[src/rtl/acrc_pkg.sv]
package acrc_pkg;

  // Default fraction width of all ratio and duty values
  localparam int FRAC_BITS_DEF = 20;

  // Item kinds
  localparam logic [1:0] OP_LOCAL  = 2'd0;
  localparam logic [1:0] OP_GLOBAL = 2'd1;
  localparam logic [1:0] OP_STEP   = 2'd2;

  // Register map: index = paddr[4:2]
  localparam int CFG_ADDR_W = 5;
  localparam logic [2:0] REG_LOAD_TARGET    = 3'd0;
  localparam logic [2:0] REG_OFFSET_GAIN    = 3'd1;
  localparam logic [2:0] REG_DECAY_WEIGHT   = 3'd2;
  localparam logic [2:0] REG_OFFSET_CEILING = 3'd3;
  localparam logic [2:0] REG_OFFSET_FLOOR   = 3'd4;
  localparam logic [2:0] REG_DUTY_MAX       = 3'd5;
  localparam logic [2:0] REG_DUTY_MIN       = 3'd6;

  // Reset values are given at 20 fractional bits
  localparam int RESET_FRAC = 20;

  function automatic logic [31:0] scale_fx(input logic [31:0] v, input int f);
    logic [31:0] r;
    if (f >= RESET_FRAC) begin
      r = v << (f - RESET_FRAC);
    end else begin
      r = v >> (RESET_FRAC - f);
    end
    return r;
  endfunction

endpackage

[src/rtl/adaptive_congestion_rate_control.sv]
// Registers: an item passes the input/product register, the seed register
//   and the result register before its result is valid.
// Throughput: one item per cycle while out_ready does not stall the output;
//   the seed division by 100000 is a split reciprocal multiply spread over the first two stages.
// Reset (rst, synchronous): clears histories, smoothed ratio, duty and all
//   valid flags, and loads the default configuration values.
module adaptive_congestion_rate_control #(
  parameter int FRAC_BITS = acrc_pkg::FRAC_BITS_DEF
) (
  input  logic                              clk,
  input  logic                              rst,
  // configuration port
  input  logic                              psel,
  input  logic                              penable,
  input  logic                              pwrite,
  input  logic [acrc_pkg::CFG_ADDR_W-1:0]   paddr,
  input  logic [31:0]                       pwdata,
  output logic [31:0]                       prdata,
  output logic                              pready,
  // input channel
  input  logic                              in_valid,
  output logic                              in_ready,
  input  logic [1:0]                        op,
  input  logic [FRAC_BITS:0]                load_ratio,
  input  logic                              ratio_ok,
  input  logic [15:0]                       on_time_us,
  // output channel
  output logic                              out_valid,
  input  logic                              out_ready,
  output logic [FRAC_BITS:0]                duty,
  output logic [FRAC_BITS:0]                smoothed_load,
  output logic                              did_update,
  output logic                              smoothed_ok
);
  import acrc_pkg::*;

  localparam int FW = FRAC_BITS + 1;
  localparam logic [FW-1:0] ONE_FX = FW'(1) << FRAC_BITS;

  // seed = floor(t * 2^F / 100000) = floor(t * 2^(F-5) / 3125)
  //      = (t * ceil(2^(F+23) / 3125)) >> 28, exact for 16-bit t
  localparam int RW = FRAC_BITS + 12;
  localparam int HW = (RW + 1) / 2;
  localparam int SEED_SHIFT = 28;
  localparam int SW = FRAC_BITS + 28;
  localparam logic [RW-1:0] SEED_RECIP =
    RW'(((64'd1 << (FRAC_BITS + 23)) + 64'd3124) / 64'd3125);
  localparam logic [FW-1:0] SEED_FLOOR =
    FW'(((64'd1 << FRAC_BITS) + 64'd500) / 64'd1000);

  localparam logic [FW-1:0] RST_TARGET  = FW'(scale_fx(32'd713032, FRAC_BITS));
  localparam logic [FW-1:0] RST_GAIN    = FW'(scale_fx(32'd1258, FRAC_BITS));
  localparam logic [FW-1:0] RST_DECAY   = FW'(scale_fx(32'd16777, FRAC_BITS));
  localparam logic [FW-1:0] RST_CEILING = FW'(scale_fx(32'd524, FRAC_BITS));
  localparam logic [FW-1:0] RST_FLOOR   = FW'(32'd0 - scale_fx(32'd262, FRAC_BITS));
  localparam logic [FW-1:0] RST_MAX     = FW'(scale_fx(32'd31457, FRAC_BITS));
  localparam logic [FW-1:0] RST_MIN     = FW'(scale_fx(32'd629, FRAC_BITS));

  function automatic logic [FW-1:0] sat_one(input logic [FW-1:0] v);
    return (v[FW-1] && (|v[FW-2:0])) ? ONE_FX : v;
  endfunction

  // configuration registers
  logic [FW-1:0] load_target, offset_gain, decay_weight, offset_ceiling;
  logic [FW-1:0] offset_floor, duty_max, duty_min;

  logic       cfg_wr;
  logic [2:0] cfg_idx;

  assign pready  = 1'b1;
  assign cfg_idx = paddr[CFG_ADDR_W-1:2];
  assign cfg_wr  = psel && penable && pwrite && pready;

  always_ff @(posedge clk) begin
    if (rst) begin
      load_target    <= RST_TARGET;
      offset_gain    <= RST_GAIN;
      decay_weight   <= RST_DECAY;
      offset_ceiling <= RST_CEILING;
      offset_floor   <= RST_FLOOR;
      duty_max       <= RST_MAX;
      duty_min       <= RST_MIN;
    end else if (cfg_wr) begin
      case (cfg_idx)
        REG_LOAD_TARGET:    load_target    <= pwdata[FW-1:0];
        REG_OFFSET_GAIN:    offset_gain    <= pwdata[FW-1:0];
        REG_DECAY_WEIGHT:   decay_weight   <= pwdata[FW-1:0];
        REG_OFFSET_CEILING: offset_ceiling <= pwdata[FW-1:0];
        REG_OFFSET_FLOOR:   offset_floor   <= pwdata[FW-1:0];
        REG_DUTY_MAX:       duty_max       <= pwdata[FW-1:0];
        REG_DUTY_MIN:       duty_min       <= pwdata[FW-1:0];
        default: ;
      endcase
    end
  end

  always_comb begin
    case (cfg_idx)
      REG_LOAD_TARGET:    prdata = 32'(load_target);
      REG_OFFSET_GAIN:    prdata = 32'(offset_gain);
      REG_DECAY_WEIGHT:   prdata = 32'(decay_weight);
      REG_OFFSET_CEILING: prdata = 32'(offset_ceiling);
      REG_OFFSET_FLOOR:   prdata = 32'(offset_floor);
      REG_DUTY_MAX:       prdata = 32'(duty_max);
      REG_DUTY_MIN:       prdata = 32'(duty_min);
      default:            prdata = 32'd0;
    endcase
  end

  // pipeline flow control
  logic s1_valid, s2_valid;
  logic out_load, s2_move, s2_free, s1_move, s1_free;

  assign out_load = !out_valid || out_ready;
  assign s2_move  = s2_valid && out_load;
  assign s2_free  = !s2_valid || out_load;
  assign s1_move  = s1_valid && s2_free;
  assign s1_free  = !s1_valid || s2_free;
  assign in_ready = s1_free;

  // stage 1: item fields and seed partial products
  logic [1:0]           s1_op;
  logic [FW-1:0]        s1_ratio;
  logic                 s1_ok;
  logic [16+HW-1:0]     s1_pl;
  logic [16+RW-HW-1:0]  s1_ph;

  always_ff @(posedge clk) begin
    if (rst) begin
      s1_valid <= 1'b0;
    end else if (s1_free) begin
      s1_valid <= in_valid;
    end
  end

  always_ff @(posedge clk) begin
    if (in_valid && s1_free) begin
      s1_op    <= op;
      s1_ratio <= sat_one(load_ratio);
      s1_ok    <= ratio_ok;
      s1_pl    <= (16+HW)'(on_time_us) * (16+HW)'(SEED_RECIP[HW-1:0]);
      s1_ph    <= (16+RW-HW)'(on_time_us) * (16+RW-HW)'(SEED_RECIP[RW-1:HW]);
    end
  end

  // stage 2: seed with its floor
  logic [SW-1:0]  seed_sum;
  logic [FW-1:0]  seed_q;
  logic [1:0]     s2_op;
  logic [FW-1:0]  s2_ratio;
  logic           s2_ok;
  logic [FW-1:0]  s2_seed;

  assign seed_sum = {s1_ph, {HW{1'b0}}} + SW'(s1_pl);
  assign seed_q   = FW'(seed_sum[SW-1:SEED_SHIFT]);

  always_ff @(posedge clk) begin
    if (rst) begin
      s2_valid <= 1'b0;
    end else if (s2_free) begin
      s2_valid <= s1_valid;
    end
  end

  always_ff @(posedge clk) begin
    if (s1_move) begin
      s2_op    <= s1_op;
      s2_ratio <= s1_ratio;
      s2_ok    <= s1_ok;
      s2_seed  <= (seed_q < SEED_FLOOR) ? SEED_FLOOR : seed_q;
    end
  end

  // state; the older local entry is not kept, since a step averages the
  // incoming sample with the newest stored one
  logic [FW-1:0] local_hist0, global_hist0, global_hist1;
  logic          global_seen, smoothed_set;
  logic [FW-1:0] smoothed_ratio, duty_fraction;

  // control update, evaluated on the item in stage 2
  logic [FW-1:0]        avg, s_new;
  logic signed [FW:0]   diff, offset;
  logic [FW-1:0]        mag, offm, old_duty, keep, kp;
  logic [2*FW-1:0]      gprod, kprod;
  logic signed [FW:0]   offn, flr;
  logic signed [FW+1:0] nd, hi, lo;
  logic [FW-1:0]        duty_upd;
  logic                 run_step;

  assign run_step = (s2_op == OP_STEP) && s2_ok;

  always_comb begin
    if (global_seen) begin
      avg = FW'(({1'b0, global_hist0} + {1'b0, global_hist1}) >> 1);
    end else begin
      // the new sample is already the newest local entry
      avg = FW'(({1'b0, s2_ratio} + {1'b0, local_hist0}) >> 1);
    end
    if (smoothed_set) begin
      s_new = FW'(({1'b0, smoothed_ratio} + {1'b0, avg}) >> 1);
    end else begin
      s_new = avg;
    end

    diff  = $signed({1'b0, sat_one(load_target)}) - $signed({1'b0, s_new});
    mag   = diff[FW] ? FW'(-diff) : diff[FW-1:0];
    gprod = (2*FW)'(sat_one(offset_gain)) * (2*FW)'(mag);
    offm  = gprod[FRAC_BITS +: FW];
    offn  = -$signed({1'b0, offm});
    flr   = $signed({offset_floor[FW-1], offset_floor});
    // zero difference goes the negative way
    if (!diff[FW] && (|diff)) begin
      offset = (offm > sat_one(offset_ceiling)) ? $signed({1'b0, sat_one(offset_ceiling)})
                                                : $signed({1'b0, offm});
    end else begin
      offset = (offn < flr) ? flr : offn;
    end

    old_duty = (duty_fraction == '0) ? s2_seed : duty_fraction;
    keep     = ONE_FX - sat_one(decay_weight);
    kprod    = (2*FW)'(keep) * (2*FW)'(old_duty);
    kp       = kprod[FRAC_BITS +: FW];

    nd = $signed({2'b00, kp}) + $signed({offset[FW], offset});
    hi = $signed({2'b00, sat_one(duty_max)});
    lo = $signed({2'b00, sat_one(duty_min)});
    if (nd > hi) begin
      nd = hi;
    end
    // minimum wins over maximum
    if (nd < lo) begin
      nd = lo;
    end
    duty_upd = nd[FW-1:0];
  end

  always_ff @(posedge clk) begin
    if (rst) begin
      local_hist0    <= '0;
      global_hist0   <= '0;
      global_hist1   <= '0;
      global_seen    <= 1'b0;
      smoothed_ratio <= '0;
      smoothed_set   <= 1'b0;
      duty_fraction  <= '0;
    end else if (s2_move) begin
      case (s2_op)
        OP_LOCAL, OP_STEP: begin
          local_hist0 <= s2_ok ? s2_ratio : '0;
          if (run_step) begin
            smoothed_ratio <= s_new;
            smoothed_set   <= 1'b1;
            duty_fraction  <= duty_upd;
          end
        end
        OP_GLOBAL: begin
          global_hist1 <= global_hist0;
          global_hist0 <= s2_ratio;
          global_seen  <= 1'b1;
        end
        default: ;
      endcase
    end
  end

  // result register
  always_ff @(posedge clk) begin
    if (rst) begin
      out_valid <= 1'b0;
    end else if (out_load) begin
      out_valid <= s2_valid;
    end
  end

  always_ff @(posedge clk) begin
    if (s2_move) begin
      duty          <= run_step ? duty_upd : duty_fraction;
      smoothed_load <= run_step ? s_new : smoothed_ratio;
      did_update    <= run_step;
      smoothed_ok   <= run_step || smoothed_set;
    end
  end

endmodule

[config.mk]
export PLATFORM = sky130hd
export DESIGN_NAME = adaptive_congestion_rate_control
export DESIGN_NICKNAME = d
export VERILOG_FILES = /design/src/rtl/acrc_pkg.sv /design/src/rtl/adaptive_congestion_rate_control.sv
export SDC_FILE = /design/constraint.sdc
export NUM_CORES = 2
export LEC_CHECK = 0
export ABC_AREA = 1
export BUFFER_PORTS_ARGS = -buffer_cell sky130_fd_sc_hd__buf_2
export CAP_MARGIN = 20
export CORE_MARGIN = 1.5
export CORE_UTILIZATION = 40
export CTS_CLUSTER_SIZE = 24
export DETAILED_ROUTE_END_ITERATION = 10
export PLACE_DENSITY = 0.67
export SLEW_MARGIN = 15
export SYNTH_ARGS = -nofsm -noshare
export SYNTH_HDL_FRONTEND = slang
export SYNTH_SLANG_ARGS = --single-unit
[constraint.sdc]
create_clock -name clk -period 17.8 [get_ports clk]
set_clock_uncertainty 0.2 [all_clocks]
set_input_delay 1.78 -clock clk [delete_from_list [all_inputs] [get_ports clk]]
set_output_delay 1.78 -clock clk [all_outputs]
set_load 0.03 [all_outputs]
* After elaboration in Yosys (flattened, before gate mapping) *
Cells that the tools add are included.

storage, ports and cells
  register bits after elaboration = 431
  output and inout port bits = 79
  word-level logic and storage cells = 120

operators by class
  muxes and demuxes = 19
  reduce and logical (&&, ||, !) cells = 44
  order comparisons = 5
  $mul = 4
  eq/ne operators = 8
  $add $sub $neg = 9

operators by type and width
  cell                                                           count
  two-way mux 21 bit                                             15
  case mux 21 bit (7 select lines)                               1
  OR reduction 20 bit                                            7
  multiplier 21 x 21 -> 41 bit                                   2
  adder 21 x 21 -> 22 bit                                        3
  adder 48 x 32 -> 48 bit                                        1
  two-way mux 22 bit                                             2
  multiplier 16 x 16 -> 32 bit (second input constant)           1
  multiplier 16 x 13 -> 29 bit (second input constant)           1
  adder 22 x 22 -> 23 bit                                        1
  greater-than comparator 23 x 22 -> 1 bit                       1
  less-than comparator 23 x 22 -> 1 bit                          1
  two-way mux 23 bit                                             1
  less-than comparator 22 x 21 -> 1 bit                          1
  negation 21 -> 22 bit                                          1
  OR reduction 22 bit                                            1
  subtractor 21 x 21 -> 22 bit                                   1
  greater-than comparator 21 bit                                 1
  logical NOT 21 bit                                             1
  negation 21 bit                                                1
  subtractor 21 bit (first input constant)                       1
  less-than comparator 20 x 11 -> 1 bit (second input constant)  1
  AND reduction 2 bit                                            9
  logical AND 1 bit                                              14
  11 further kinds                                               20

* Depth between registers and ports, before layout *
  word-level depth = 18
  depth in mapped cells = 140
  depth with buffers taken out = 135

* Least setup slack after synthesis *
Ideal clock, no wire load.

  path type = reg-to-reg
  from = register s2_ratio[1]
  to = register duty[0], data pin
  stages on the path, launching flop included = 124
  library setup time = 0.253 ns
  data required time = 17.347 ns
  arrival = 19.157 ns
  buffers on the path = 7
  clock period less this slack = 19.610 ns
  setup slack = -1.810 ns
  cells stage by stage = edfxtp_1 ha_1 a31o_2 a21oi_1 o21ai_0 o21ai_0 a21oi_1 or2_2 ha_1 nand2_1 o21ai_0 nand3_1 nand2_1 nand3_1 nand2_1 nand3_1 nand2_1 nand3_1 [... 88 more ...] nor2_1 buf_2 buf_2 nand2_1 o21ai_0 inv_1 ha_1 a21oi_1 nor2_1 a211oi_1 o211ai_1 inv_1 nand3_2 nand2_2 buf_6 nand2_1 nand3_2 nand2_1

on the way
  cells in the longest elaborated chain, start to end = 18
  elaborated cells between the ends (all ways) = 23

RTL lines
  item                                      RTL line                                 source
  start: declaration                        adaptive_congestion_rate_control.sv:150  logic [FW-1:0] s2_ratio;
  start signal: assignment                  adaptive_congestion_rate_control.sv:168  s2_ratio <= s1_ratio;
  adder 21 x 21 -> 22 bit (*)               adaptive_congestion_rate_control.sv:197  avg = FW'(({1'b0, s2_ratio} + {1'b0, local_hist0}) >> 1);
  two-way mux 21 bit (*)                    adaptive_congestion_rate_control.sv:193  if (global_seen) begin
  adder 21 x 21 -> 22 bit                   adaptive_congestion_rate_control.sv:200  s_new = FW'(({1'b0, smoothed_ratio} + {1'b0, avg}) >> 1);
  two-way mux 21 bit (*)                    adaptive_congestion_rate_control.sv:199  if (smoothed_set) begin
  subtractor 21 x 21 -> 22 bit (*)          adaptive_congestion_rate_control.sv:205  diff = $signed({1'b0, sat_one(load_target)}) - $signed({1'b0, s_new});
  negation 21 bit                           adaptive_congestion_rate_control.sv:206  mag = diff[FW] ? FW'(-diff) : diff[FW-1:0];
  two-way mux 21 bit                        adaptive_congestion_rate_control.sv:206
  multiplier 21 x 21 -> 41 bit              adaptive_congestion_rate_control.sv:207  gprod = (2*FW)'(sat_one(offset_gain)) * (2*FW)'(mag);
  [... 2 more ...]                          n/a
  two-way mux 22 bit                        adaptive_congestion_rate_control.sv:216  offset = (offn < flr) ? flr : offn;
  two-way mux 22 bit (*)                    adaptive_congestion_rate_control.sv:212  if (!diff[FW] && (|diff)) begin
  adder 22 x 22 -> 23 bit (*)               adaptive_congestion_rate_control.sv:224  nd = $signed({2'b00, kp}) + $signed({offset[FW], offset});
  greater-than comparator 23 x 22 -> 1 bit  adaptive_congestion_rate_control.sv:227  if (nd > hi) begin
  two-way mux 23 bit (*)                    adaptive_congestion_rate_control.sv:227
  less-than comparator 23 x 22 -> 1 bit     adaptive_congestion_rate_control.sv:231  if (nd < lo) begin
  two-way mux 21 bit (*)                    adaptive_congestion_rate_control.sv:231
  two-way mux 21 bit (*)                    n/a
  end signal: assignment                    adaptive_congestion_rate_control.sv:277  duty <= run_step ? duty_upd : duty_fraction;
  end: declaration                          adaptive_congestion_rate_control.sv:30   output logic [FRAC_BITS:0] duty,

Mark *: on every way between the ends. The rest lies on a longest branch, timed or not.
A chain may end at the register's enable or synchronous reset.

* Final worst setup path *
  from = register s2_ratio[1]
  to = register duty[1], data pin

The elaborated chain is that of the path after synthesis.

==> impl_results.md <==
* Placed wire-length estimate at about 160000 um
* Number of clock sinks at 417
* # nets final at 10230
* RSZ-0062 raised after global routing: yes
* Hold WS at around 0.22 ns
* Cell mode on critical path: nand2_1
* End-of-flow core utilization at 0.4919
* CTS tree: built
* Ys Warns at 0
* Area leader, netlist: fa_1
* Rel. slew slack at 0.1851
* TritonCTS buffer count at 48
* Clock root cell: clkbuf_16
* Largest register FFs at 32
* Largest net degree at the start of global routing at 112
* Worst-Margin Slew at 1.222 ns
* Crit path max-delay family: simple AND/OR/NAND/NOR gates
* Post-DP Area at 69810 sq um
* Required time of the critical path at 17.99 ns
* Number of synthesized flops with an enable pin at 160
* ANT nets after route at 0
* Port Buf Inserts at 137
* Initial Util at 0.4034
* Ys async rst share at 0
* MaxCap Viol Count at 0
* Setup Total Neg Slack at -67.67 ns
* Global route overflow at 0
* Final count of negative-setup-slack endpoints at 42
* Worst R2R Setup Slack at -1.66 ns
* All-Layer GR Usage at 0.2611
* Status: complete, but fails checks
* DIE AREA at 155700 sq um
* Slew Limit Fails at 0
* Post-synth cell types at 66
* Die extent in y at 394.6 um
* Synth Register Bits at between 400 and 500
* Worst min path class: reg -> reg
* Crit end category: register
* CTS H-tree depth at 2
* Final count of hold timing violations at 0
* Yosys top cell area share at 0.2758
* CP peak stage delay at 0.56 ns
* Core Box Area at 152100 sq um
* Ports at ~160
* Synth top area cells: fa_1 (28%), ha_1 (15%), inv_1 (9.5%), nand2_1 (8.9%), dfxtp_1 (8.4%)
* Critical path class: reg -> reg
* FMAX at between 50 and 60 MHz
* Sequential area share after synthesis at 0.1622
* Clk buf depth at 3
* Core Rows at 143
* Via density at around 5.3
* Area grow syn2layout at 21.96%
* Via count at about 56000
* DRC errors left at 0
* Finished Cell Area at roughly 75000 sq um
* Crit start category: register
* Die width at 394.6 um
* GPL Wtd Cong at 0.9975
* Fin worst setup slack at -1.663 ns
* Skew-Pair Late Insertion Delay at 0.64 ns
* Routed len/inst at just under 20 um
* CP max-delay cell: fa_1
* Clk slew on worst S/H paths at 0.07 ns
* Minimum clock period at 19.46 ns
* Worst path bufs/invs at 22
* Crit-path max FO at 10
* WL final at approximately 210000 um
* Layout cells sized above 1 at 0.1940
* Reg with most FFs: s1_ph
* Syn avg cell area at 7.905 sq um
* Syn Inst Count at approximately 7800
* Failing checks: setup timing
* Critical Path AT at roughly 20 ns
* Vias in the first global route at 57530
* Cell Area, Synth at 61350 sq um
* First-pass GRT wire length at 319300 um
* Leading register cell type out of synthesis: dfxtp_1
* Initial antenna violation count at 11
* Crit share post-route at 1.093
* Drt initial violations at 4702
* 1st-pass router iterations at 6
==> worst reg2reg max path, delay by kind of cell (launching register included) <==
family                     cells  cell delay (ns)
buffers and inverters         22             2.15
adders and majority gates     15             5.78
xor gates and xnor gates       3             0.47
AOI/OAI and AO/OA             23             3.32
and+or+nand+nor               59             6.84
DFF                            1             0.43
==> logic make-up (layout without fill, tap and decap cells) <==
logic type / after synthesis / in the layout / share of synthesized area
flops: 417 / 417 / 0.1622
simple gates: 2685 / 2685 / 0.1805
other cells: 2 / 18 / 0.0001224
fa+ha+maj: 1556 / 1556 / 0.4208
compound gates: 1097 / 1097 / 0.09872
buf+inv: 1840 / 2693 / 0.1138
xor+xnor: 163 / 163 / 0.02382
==> what timing repair did <==
action | in CTS | in global routing
gates cloned | 7 | 4
hold buffers | 0 | 0
setup buffers | 70 | 50
setup endpoints to repair | 42 | 42
resized for setup | 305 | 251
pin swaps | 114 | 152
==> cell usage after synthesis (5+ instances only) <==
cell type     n
fa_1        845
nor3_1       37
a31oi_1      33
nand4_1      49
inv_1      1553
nand3_2      18
edfxtp_1    160
nand3b_1     14
xor2_1      118
a22oi_1       5
nor2_2        7
nand2_1    1462
dfxtp_1     257
nor4_1       28
xnor2_1      42
buf_4        15
o22ai_1      23
clkbuf_1    230
ha_1        711
o21ai_0     428
nor2_1      758
o21ai_1       5
and3_1        7
or2_2        21
nor2_4        7
a21o_1        9
o21a_1       11
o21bai_1     42
o211ai_1     27
buf_1         5
nand2_2      34
a211oi_1     17
o221ai_1      6
clkinv_1     24
inv_2         7
o2111ai_1     6
a21oi_1     439
a221oi_1     19
nand3_1     230
==> placed cells by master, fill, tap and decap left out, types with 49 or more instances in the layout <==
cell       Yosys  final
inv_1       1553   1502
nand2_1     1462   1340
buf_4         15    831
fa_1         845    829
nor2_1       758    724
ha_1         711    662
a21oi_1      439    395
o21ai_0      428    358
dfxtp_1      257    250
nand3_1      230    189
edfxtp_1     160    160
buf_2          4    136
nand2_2       34    120
xor2_1       118    110
nand3_2       18     56
inv_2          7     51
clkbuf_16      0     51
nand4_1       49     49
==> metrics by stage <==
stage | std cells | setup slack [ns]
2_1_floorplan | 7770 | -0.2259
3_3_place_gp | 10440 | -2.149
3_5_place_dp | 10440 | -2.549
4_1_cts | 10600 | -1.247
5_1_grt | 10660 | -2.879
6_report | 10660 | -1.663
==> final cells by class <==
| class | instances | area, sq um |
|---|---|---|
| clock buffer | 64 | 1321 |
| fill | 14340 | 77270 |
| clock inverter | 24 | 254.0 |
| tap | 2030 | 2540 |
| antenna | 6 | 15.01 |
| timing repair buffer | 1020 | 7843 |
| sequential | 417 | 9958 |
| multi-input combinational | 5513 | 46890 |
| inverter | 1584 | 5986 |
| timing repair inverter | 1 | 5.005 |
==> path summary, 6_finish.rpt <==
kind               startpoint           to  depth (start not counted)
setup / recovery  s2_ratio[1]      duty[1]                        122
hold reg to reg   s1_ratio[9]  s2_ratio[9]                          0
setup reg to reg  s2_ratio[1]      duty[1]                        122
hold / removal    s1_ratio[9]  s2_ratio[9]                          0
==> per-layer routing <==
metal / up-vias / GRT usage / routed length [um] / share of wire
li1: 25910 / - / - / -
met1: 27120 / 0.3384 / 83520 / 0.40
met2: 2515 / 0.4198 / 92500 / 0.45
met3: 648 / 0.04864 / 18430 / 0.089
met4: 14 / 0.1244 / 11710 / 0.057
met5: - / 0 / 225 / 0.0011
Power is not shown: default switching activity piles up to over one toggle a cycle in this logic, so the estimate is an artifact.
